### config.mk
export PLATFORM = sky130hd
export DESIGN_NAME = local_interrupt_controller_timer_top
export DESIGN_NICKNAME = d
export VERILOG_FILES = /design/src/design/lict_pkg.sv /design/src/design/local_interrupt_controller_timer_top.sv
export SDC_FILE = /design/constraint.sdc
export NUM_CORES = 1
export LEC_CHECK = 0
export BUFFER_PORTS_ARGS = -buffer_cell sky130_fd_sc_hd__buf_2
export CORE_MARGIN = 10
export CORE_UTILIZATION = 50
export DETAILED_ROUTE_END_ITERATION = 10
export PLACE_DENSITY = 0.75
export SLEW_MARGIN = 10
export SYNTH_ARGS = -nofsm -noshare
export SYNTH_HDL_FRONTEND = slang
export SYNTH_SLANG_ARGS = --single-unit
### constraint.sdc
create_clock -name clk -period 3.4 [get_ports clk]
set_input_delay 0.17 -clock clk [delete_from_list [all_inputs] [get_ports clk]]
set_output_delay 0.17 -clock clk [all_outputs]
set_load 0.1 [all_outputs]
### src/design/lict_pkg.sv
`default_nettype none

package lict_pkg;

  // build-time settings
  localparam int unsigned CountWidth = 32;
  localparam logic [7:0] ControllerId = 8'd0;

  // action codes
  localparam logic [1:0] ActTick  = 2'd0;
  localparam logic [1:0] ActRead  = 2'd1;
  localparam logic [1:0] ActWrite = 2'd2;

  // register index (byte offset / 4)
  localparam logic [7:0] IdxId   = 8'h08;
  localparam logic [7:0] IdxEoi  = 8'h2C;
  localparam logic [7:0] IdxSvr  = 8'h3C;
  localparam logic [7:0] IdxLvt  = 8'hC8;
  localparam logic [7:0] IdxInit = 8'hE0;
  localparam logic [7:0] IdxCur  = 8'hE4;
  localparam logic [7:0] IdxDiv  = 8'hF8;

  // register field layout
  localparam int unsigned SvrEnableBit   = 8;
  localparam int unsigned LvtMaskBit     = 16;
  localparam int unsigned LvtPeriodicBit = 17;
  localparam logic [17:0] LvtKeep  = 18'h300FF;
  localparam logic [3:0]  DivKeep  = 4'hB;
  localparam logic [8:0]  SvrReset = 9'h0FF;
  localparam logic [17:0] LvtReset = 18'h10000;

  typedef struct packed {
    logic [31:0] read_data;
    logic        irq;
    logic [7:0]  irq_vector;
  } result_t;

  // prescaler divisor from the divide register, code = {bit3, bit1, bit0}
  function automatic logic [7:0] divisor(input logic [3:0] div);
    logic [2:0] code;
    code = {div[3], div[1:0]};
    if (code == 3'd7) begin
      return 8'd1;
    end
    return 8'd1 << (code + 3'd1);
  endfunction

endpackage

`default_nettype wire

### src/design/local_interrupt_controller_timer_top.sv
// results are registered; throughput: one word per cycle while the skid
// register is empty; a two-entry output buffer (result register plus skid
// register) lets input take one more word during an output stall
// reset: synchronous, active high; svr = 0x0ff (disabled), lvt masked with
// vector zero, counts, divide, prescaler and pending flag cleared
`default_nettype none

module local_interrupt_controller_timer_top import lict_pkg::*; (
  input  wire logic        clk,
  input  wire logic        rst,
  input  wire logic        in_valid,
  output logic             in_ready,
  input  wire logic [1:0]  action,
  input  wire logic [7:0]  reg_index,
  input  wire logic [31:0] write_data,
  output logic             out_valid,
  input  wire logic        out_ready,
  output logic [31:0]      read_data,
  output logic             irq,
  output logic [7:0]       irq_vector
);

  // architectural timer state
  logic [8:0]            spurious_reg,      spurious_reg_next;
  logic [17:0]           timer_lvt,         timer_lvt_next;
  logic [CountWidth-1:0] initial_count,     initial_count_next;
  logic [CountWidth-1:0] current_count,     current_count_next;
  logic [3:0]            divide_setting,    divide_setting_next;
  logic [6:0]            prescale_count,    prescale_count_next;
  logic                  interrupt_pending, interrupt_pending_next;

  // output buffer: main result register and skid register
  result_t res_reg, skid_reg, res_next;
  logic    res_valid, skid_valid;

  logic push;
  logic res_load, skid_load, skid_move;

  // tick helpers
  logic [6:0]            pre_inc;
  logic [CountWidth-1:0] cnt_dec;
  logic [31:0]           rd;

  // input is held off only while the skid register holds a word
  assign in_ready = !skid_valid;
  assign push     = in_valid && in_ready;

  assign pre_inc = prescale_count + 7'd1;
  assign cnt_dec = current_count - CountWidth'(1);

  // next state and result word for the accepted input word
  always_comb begin
    spurious_reg_next      = spurious_reg;
    timer_lvt_next         = timer_lvt;
    initial_count_next     = initial_count;
    current_count_next     = current_count;
    divide_setting_next    = divide_setting;
    prescale_count_next    = prescale_count;
    interrupt_pending_next = interrupt_pending;
    rd                     = 32'd0;

    unique case (action)
      ActTick: begin
        // a stopped counter ignores ticks
        if (current_count != '0) begin
          if (pre_inc != 7'd0 && {1'b0, pre_inc} < divisor(divide_setting)) begin
            prescale_count_next = pre_inc;
          end else begin
            prescale_count_next = 7'd0;
            current_count_next  = cnt_dec;
            if (cnt_dec == '0) begin
              // reached zero: raise unless masked or software-disabled
              if (!timer_lvt[LvtMaskBit] && spurious_reg[SvrEnableBit]) begin
                interrupt_pending_next = 1'b1;
              end
              // periodic reload; a zero initial count simply stops
              if (timer_lvt[LvtPeriodicBit]) begin
                current_count_next = initial_count;
              end
            end
          end
        end
      end
      ActRead: begin
        unique case (reg_index)
          IdxId:   rd = {ControllerId, 24'd0};
          IdxSvr:  rd = 32'(spurious_reg);
          IdxLvt:  rd = 32'(timer_lvt);
          IdxInit: rd = 32'(initial_count);
          IdxCur:  rd = 32'(current_count);
          IdxDiv:  rd = 32'(divide_setting);
          default: rd = 32'd0;
        endcase
      end
      ActWrite: begin
        unique case (reg_index)
          IdxEoi:  interrupt_pending_next = 1'b0;
          IdxSvr:  spurious_reg_next = write_data[8:0];
          IdxLvt:  timer_lvt_next = write_data[17:0] & LvtKeep;
          IdxInit: begin
            // loading the initial count restarts the counter
            initial_count_next  = write_data[CountWidth-1:0];
            current_count_next  = write_data[CountWidth-1:0];
            prescale_count_next = 7'd0;
          end
          IdxDiv:  divide_setting_next = write_data[3:0] & DivKeep;
          default: ;
        endcase
      end
      default: ;  // unknown action leaves everything alone
    endcase

    res_next.read_data  = rd;
    res_next.irq        = interrupt_pending_next;
    res_next.irq_vector = timer_lvt_next[7:0];
  end

  always_ff @(posedge clk) begin
    if (rst) begin
      spurious_reg      <= SvrReset;
      timer_lvt         <= LvtReset;
      initial_count     <= '0;
      current_count     <= '0;
      divide_setting    <= 4'd0;
      prescale_count    <= 7'd0;
      interrupt_pending <= 1'b0;
    end else if (push) begin
      spurious_reg      <= spurious_reg_next;
      timer_lvt         <= timer_lvt_next;
      initial_count     <= initial_count_next;
      current_count     <= current_count_next;
      divide_setting    <= divide_setting_next;
      prescale_count    <= prescale_count_next;
      interrupt_pending <= interrupt_pending_next;
    end
  end

  // new word goes to the result register when it is free or draining,
  // otherwise it parks in the skid register
  assign res_load  = push && (!res_valid || out_ready);
  assign skid_load = push && res_valid && !out_ready;
  assign skid_move = skid_valid && out_ready;

  always_ff @(posedge clk) begin
    if (rst) begin
      res_valid  <= 1'b0;
      skid_valid <= 1'b0;
    end else begin
      if (res_load || skid_move) begin
        res_valid <= 1'b1;
      end else if (out_ready) begin
        res_valid <= 1'b0;
      end
      if (skid_load) begin
        skid_valid <= 1'b1;
      end else if (skid_move) begin
        skid_valid <= 1'b0;
      end
    end
  end

  // payload registers, no reset needed
  always_ff @(posedge clk) begin
    if (skid_move) begin
      res_reg <= skid_reg;
    end else if (res_load) begin
      res_reg <= res_next;
    end
    if (skid_load) begin
      skid_reg <= res_next;
    end
  end

  assign out_valid  = res_valid;
  assign read_data  = res_reg.read_data;
  assign irq        = res_reg.irq;
  assign irq_vector = res_reg.irq_vector;

endmodule

`default_nettype wire

==> results.toml, run 1 <==
[logic_synthesis]
ys_seq_elements = 178
synth-compound-area-share_pct = 11.8
synth_top_family_by_area = "simple AND/OR/NAND/NOR gates"
syn_inst = 966
synth-xor-area-share_pct = 3.22
ys_types = 69
synthSimpleGateAreaFrac_pct = 24.6
ys_seq_area_share_pct = 47.5
async_reset_ff_share_pct = 0
syn_area_per_cell_um2 = 9.56
synth_ff_type = "dfxtp_1"
synth_nets = 1023
synth-edff-count = 82
syn-cell-area_mm2 = 0.00923
synth_mux_area_share_pct = 6.98
synth_warnings = 0
synthAdderAreaFrac_pct = 1.49

[run]
maxCapViolCount = 0

[global_routing]
grt-ovfl-total = 0
grt_pass1_vias = 7145
grt_usage_pct = 19.0
grt_max_degree = 51
grt_pass1_wl_mm = 37.9
antenna_found_initial = 0

[timing]
slew_violations = 0
hold_viol = 0
finalSetupViolCount = 0
clock-skew-final_ns = 0.0105
max_freq_mhz = 309
fin_hold_ws_ns = 0.00914
worst_pin_slew_ns = 1.03
fin_crit_ns = 3.24
min_period_over_period_pct = 95.3
timing.slew.headroom_pct = 31.3
setup_ws_ns = 0.159

[power_and_ir_drop]
p_sw_mw = 1.65
intPower_mw = 3.74
p_leak_nw = 3.82
pwr-share-seq_pct = 44.1
power_frac_clock_pct = 36.5
powerDensity_mw_per_mm2 = 506
vdd_ir_drop_max_v = 0.000407
switching_share_pct = 30.7
combPwrFrac_pct = 19.4

[routing]
dr.pass1.iters = 6
viasPerCell = 5.92
vias = 7623
ant_nets = 0
wl_per_cell_um = 18.3
drc_errors = 0
drt-total-wl_mm = 23.6
first_iter_violations = 805

[setup_path]
endpoint_kind = "flop"
critical_path.cell_chain = "inv_1, ha_2, or4b_4, xnor2_1, o31ai_1, o311a_1, nand4_1, buf_4, nor4bb_1, nand3_1, a311oi_1"
required_ns = 3.75
slowest_delay_ns = 0.54
cpMaxStageDelayCell = "or4b_4"
path_class = "flop to flop"
cp.arrival_ns = 3.59
crit_path_max_fanout = 9
reg2reg_to = "interrupt_pending$_SDFFE_PP0P_"
ff2ff_path_depth = 11
start_kind = "flop"
r2r_slack_ns = 0.16
reg2reg_from = "current_count[0]$_SDFFE_PP0P_"

[layout]
diodes = 0
stdcell_area_mm2 = 0.0107
final_cell_mix = "165 x nand2_1, 96 x nor2_1, 96 x dfxtp_1, 88 x buf_2, 82 x edfxtp_1"
largest_register_ff_count = 41
drive_above_1_share_pct = 21.3
fin_util_pct = 59.0
syn_to_final_growth_pct = 15.5
multi_input_area_mm2 = 0.00449
regArea_mm2 = 0.00438
nets = 1102
final_common_cell = "nand2_1"
fill_cells = 1522

[hold_path]
whs_endpoint = "spurious_reg[8]$_SDFFE_PP0P_"
min-delay-start = "write_data[8]"
min_path_type = "input pin to flop"
hold_depth = 3

[floorplan]
die_x_um = 156
core.rowCount = 49
die-area_mm2 = 0.0243
start_util_pct = 51.1
die_h_um = 156
io_pins = 89
coreArea_mm2 = 0.0181

[cts]
cts_tree = "built"
cts_max_level = 4
insertion_delay_ns = 0.44
root_buffer = "clkbuf_16"
cts.path.max_buffers = 2
clkSinkCount = 178
clkTransAtPathRegs_ns = 0.07
numCtsBuffers = 17

[place]
place.gp.congestion = 0.971
dp_hpwl_mm = 16.2
dp_slack_ns = 0.0655
port-buffer-count = 88
place_area_mm2 = 0.00980

[status]
outcome = "complete, no violations"
## per-stage QoR
step	cells	power, mW	TNS, ns
6_report	1287	5.40	0
5_1_grt	1287	5.58	-0.0190
4_1_cts	1282	5.38	0
3_5_place_dp	1230	3.42	0
3_3_place_gp	1230	3.40	0
2_1_floorplan	966	3.21	0
## cell type report
type,count,area share (%)
Multi-Input combinational cell,704,42.1
Timing Repair Buffer,138,8.41
Tap cell,229,2.69
Sequential cell,178,41.1
Clock buffer,19,4.06
Inverter,6,0.211
Clock inverter,13,1.43
## Yosys cell counts (12+ instances only)
library cell / instances / area, um2
a22oi_1: 12 / 90.1
mux2_2: 27 / 304
dfxtp_1: 96 / 1920
edfxtp_1: 82 / 2460
nor4_2: 15 / 188
nor3_1: 40 / 200
nor2_1: 97 / 364
mux2i_1: 34 / 340
nand3_1: 23 / 115
nor4_1: 20 / 125
xnor2_1: 21 / 184
nand2_1: 166 / 623
buf_2: 16 / 80.1
a31oi_1: 14 / 87.6
a21oi_1: 45 / 225
nor2b_1: 14 / 87.6
o31ai_1: 23 / 173
xor2_1: 13 / 114
clkbuf_1: 43 / 161
## critical path, delay by kind of cell, from the launching register on
family	cells	cell delay [ns]
adder cells (fa/ha/maj)	1	0.26
AND/OR/NAND/NOR	4	1.20
XOR/XNOR	1	0.15
AO/OA/AOI/OAI	3	0.75
buffers and inverters	2	0.38
flip-flops	1	0.40
## worst max-delay path by stage
stage,start,endpoint,slack (ns),cells past startpoint
3_3_place_gp,divide_setting[1]$_SDFFE_PP0P_,current_count[8]$_SDFFE_PP0P_,0.23,15
6_report,current_count[0]$_SDFFE_PP0P_,interrupt_pending$_SDFFE_PP0P_,0.16,11
4_1_cts,current_count[0]$_SDFFE_PP0P_,current_count[13]$_SDFFE_PP0P_,0.03,11
3_5_place_dp,current_count[0]$_SDFFE_PP0P_,current_count[13]$_SDFFE_PP0P_,0.07,11
5_1_grt,current_count[0]$_SDFFE_PP0P_,current_count[24]$_SDFFE_PP0P_,-0.02,11
2_1_floorplan,current_count[0]$_SDFFE_PP0P_,current_count[29]$_SDFFE_PP0P_,0.50,12
## layer usage
metal | track usage [%] | share of wire, % | wire [um]
met1 | 25.5 | 44 | 10300
met2 | 29.8 | 47 | 11100
met3 | 3.86 | 7.4 | 1740
met4 | 6.83 | 1.7 | 402
met5 | 0 | 0 | 0
## repair_timing
item	4_1_cts	5_1_grt
buffers inserted	0	3
endpoints found under the hold margin	20	1
endpoints found under the setup margin	0	31
gates resized for setup	0	10
hold buffers	20	1
## power by group through the flow
stage | clock [mW] | sequential (mW) | combinational, mW
6_report | 1.97 | 2.38 | 1.05
5_1_grt | 2.07 | 2.39 | 1.11
4_1_cts | 1.99 | 2.38 | 1.01
3_5_place_dp | 0 | 2.43 | 0.990
3_3_place_gp | 0 | 2.42 | 0.976
2_1_floorplan | 0 | 2.63 | 0.588
## logic make-up after synthesis
group	Yosys count
compound gates	152
buf+inv	85
mux	61
simple gates	445
flops	178
xor+xnor	34
fa+ha+maj	11
No activity file was read; power rests on OpenSTA's default activity.
==> inputs of run 2 (changes only) <==
--- a/config.mk
+++ b/config.mk
@@ -10,6 +10,7 @@
 export CORE_UTILIZATION = 50
 export DETAILED_ROUTE_END_ITERATION = 10
 export PLACE_DENSITY = 0.75
+export REMOVE_ABC_BUFFERS = 1
 export SLEW_MARGIN = 10
 export SYNTH_ARGS = -nofsm -noshare
 export SYNTH_HDL_FRONTEND = slang
==> run 2 against run 1 <==
  * Design area is essentially flat
  * Setup slack gained 0.060 ns
  * Register-to-register slack gained 0.06 ns
==> results.toml, run 2 (synthesized netlist as in run 1, its figures left out) <==
[cts]
insertion_delay_ns = 0.44
clkTransAtPathRegs_ns = 0.07
cts_tree = "built"
numCtsBuffers = 17
clkSinkCount = 178
cts_max_level = 4
cts.path.max_buffers = 2
root_buffer = "clkbuf_16"

[routing]
vias = 7581
first_iter_violations = 681
drc_errors = 0
ant_nets = 0
viasPerCell = 5.85
wl_per_cell_um = 18.3
drt-total-wl_mm = 23.7
dr.pass1.iters = 5

[timing]
fin_hold_ws_ns = 0.0142
fin_crit_ns = 3.18
hold_viol = 0
clock-skew-final_ns = 0.0121
slew_violations = 0
timing.slew.headroom_pct = 30.7
rsz0062_at_grt = "true"
max_freq_mhz = 314
worst_pin_slew_ns = 1.04
min_period_over_period_pct = 93.6
finalSetupViolCount = 0

[global_routing]
grtUsageMet1_pct = 25.1
grt_use_met2_pct = 30.3
grt-ovfl-total = 0
met3_usage_pct = 4.30
antenna_found_initial = 2
grt-busiest-layer = "met2"
grt_pass1_vias = 7504
grt_max_degree = 51
grt_usage_pct = 19.2
grt_pass1_wl_mm = 38.5

[power_and_ir_drop]
p_leak_nw = 3.82
powerDensity_mw_per_mm2 = 492
totalPowerFinal_mw = 5.25
vdd_ir_drop_max_v = 0.000387

[place]
port-buffer-count = 88
dp_hpwl_mm = 16.3
place.gp.congestion = 0.931
numPlacedInstances = 1234

[setup_path]
cp.arrival_ns = 3.52
cpMaxStageDelayCell = "or4b_4"
start_kind = "flop"
slowest_delay_ns = 0.53
endpoint_kind = "flop"
required_ns = 3.74
critPathTopFamily = "simple AND/OR/NAND/NOR gates"
critical_path.cell_chain = "inv_1, ha_2, or4b_4, nor4_1, xnor2_1, nand4b_1, nor4_4, buf_4, a211oi_1, nor4_2"
path_class = "flop to flop"
crit_path_max_fanout = 10
path_buf_inv = 2

[layout]
drive_above_1_share_pct = 21.6
fin_cells = 1297
largest_register_ff_count = 41
syn_to_final_growth_pct = 15.5
final_cell_mix = "165 x nand2_1, 97 x nor2_1, 96 x dfxtp_1, 88 x buf_2, 82 x edfxtp_1"
nets = 1110
final_common_cell = "nand2_1"
fin_util_pct = 59.0

[hold_path]
min_path_type = "input pin to flop"

[floorplan]
die_h_um = 156
io_pins = 89
start_util_pct = 51.1
die_x_um = 156
coreArea_mm2 = 0.0181
die-area_mm2 = 0.0243
core.rowCount = 49

[status]
outcome = "complete, no violations"

[run]
maxCapViolCount = 0
-- run 2: changes by cell type in the layout (fill, tap and decap cells not counted), moves of 2 or more --
| cell | previous run | this run |
|---|---|---|
| buf_4 | 26 | 33 |
| bufinv_16 | 2 | 0 |
| dlygate4sd3_1 | 21 | 24 |
| clkinvlp_4 | 0 | 4 |
| diode_2 | 0 | 2 |
-- run 2: through the flow --
step                      setup slack [ns]  TNS (ns)  cell area [um2]
after floorplan                     -0.246     -3.62             8850
after global placement               0.204         0             9830
after detailed placement            0.0401         0             9830
after CTS                           0.0301         0            10600
after global routing               -0.0112   -0.0257            10700
final                                0.219         0            10700
-- run 2: metal layers --
metal	wire length [um]	vias up
met3	1540	42
met1	10500	3619
met2	11100	242
li1	-	3678
met4	618	0
met5	0	-
-- run 2: area by class of cell --
class	instances	area (um2)
inverter	6	22.5
multi-input combinational	704	4490
fill	1536	7420
clock inverter	13	101
sequential	178	4380
timing repair buffer	146	948
clock buffer	19	433
tap	229	287
antenna	2	5.00
-- run 2: worst reg2reg max path: cells and delay by family (launching register included) --
family | cells | cell delay, ns
and+or+nand+nor | 5 | 1.75
AOI/OAI and AO/OA | 1 | 0.11
DFF | 1 | 0.36
buffers and inverters | 2 | 0.41
xor gates and xnor gates | 1 | 0.22
adders and majority gates | 1 | 0.24
-- run 2: worst paths after layout --
kind                             startpoint                        endpoint  slack [ns]  cells after the start
max           current_count[1]$_SDFFE_PP0P_  current_count[29]$_SDFFE_PP0P_        0.22                     10
min                           write_data[4]   initial_count[4]$_SDFFE_PP0P_        0.01                      3
max reg2reg   current_count[1]$_SDFFE_PP0P_  current_count[29]$_SDFFE_PP0P_        0.22                     10
min reg2reg  initial_count[29]$_SDFFE_PP0P_  initial_count[29]$_SDFFE_PP0P_        0.47                      2
-- run 2: power breakdown --
group | switching [mW] | internal, mW | leakage (nW) | total, mW
sequential | 0.0675 | 2.31 | 1.54 | 2.38
clock | 0.890 | 0.945 | 0.251 | 1.83
combinational | 0.701 | 0.335 | 2.03 | 1.04
total | 1.66 | 3.59 | 3.82 | 5.25
-- run 2: what timing repair did --
action | 4_1_cts | 5_1_grt
hold buffers | 24 | 0
endpoints found under the hold margin | 25 | 0
setup buffers | 0 | 4
endpoints found under the setup margin | 0 | 32
gates resized for setup | 0 | 5
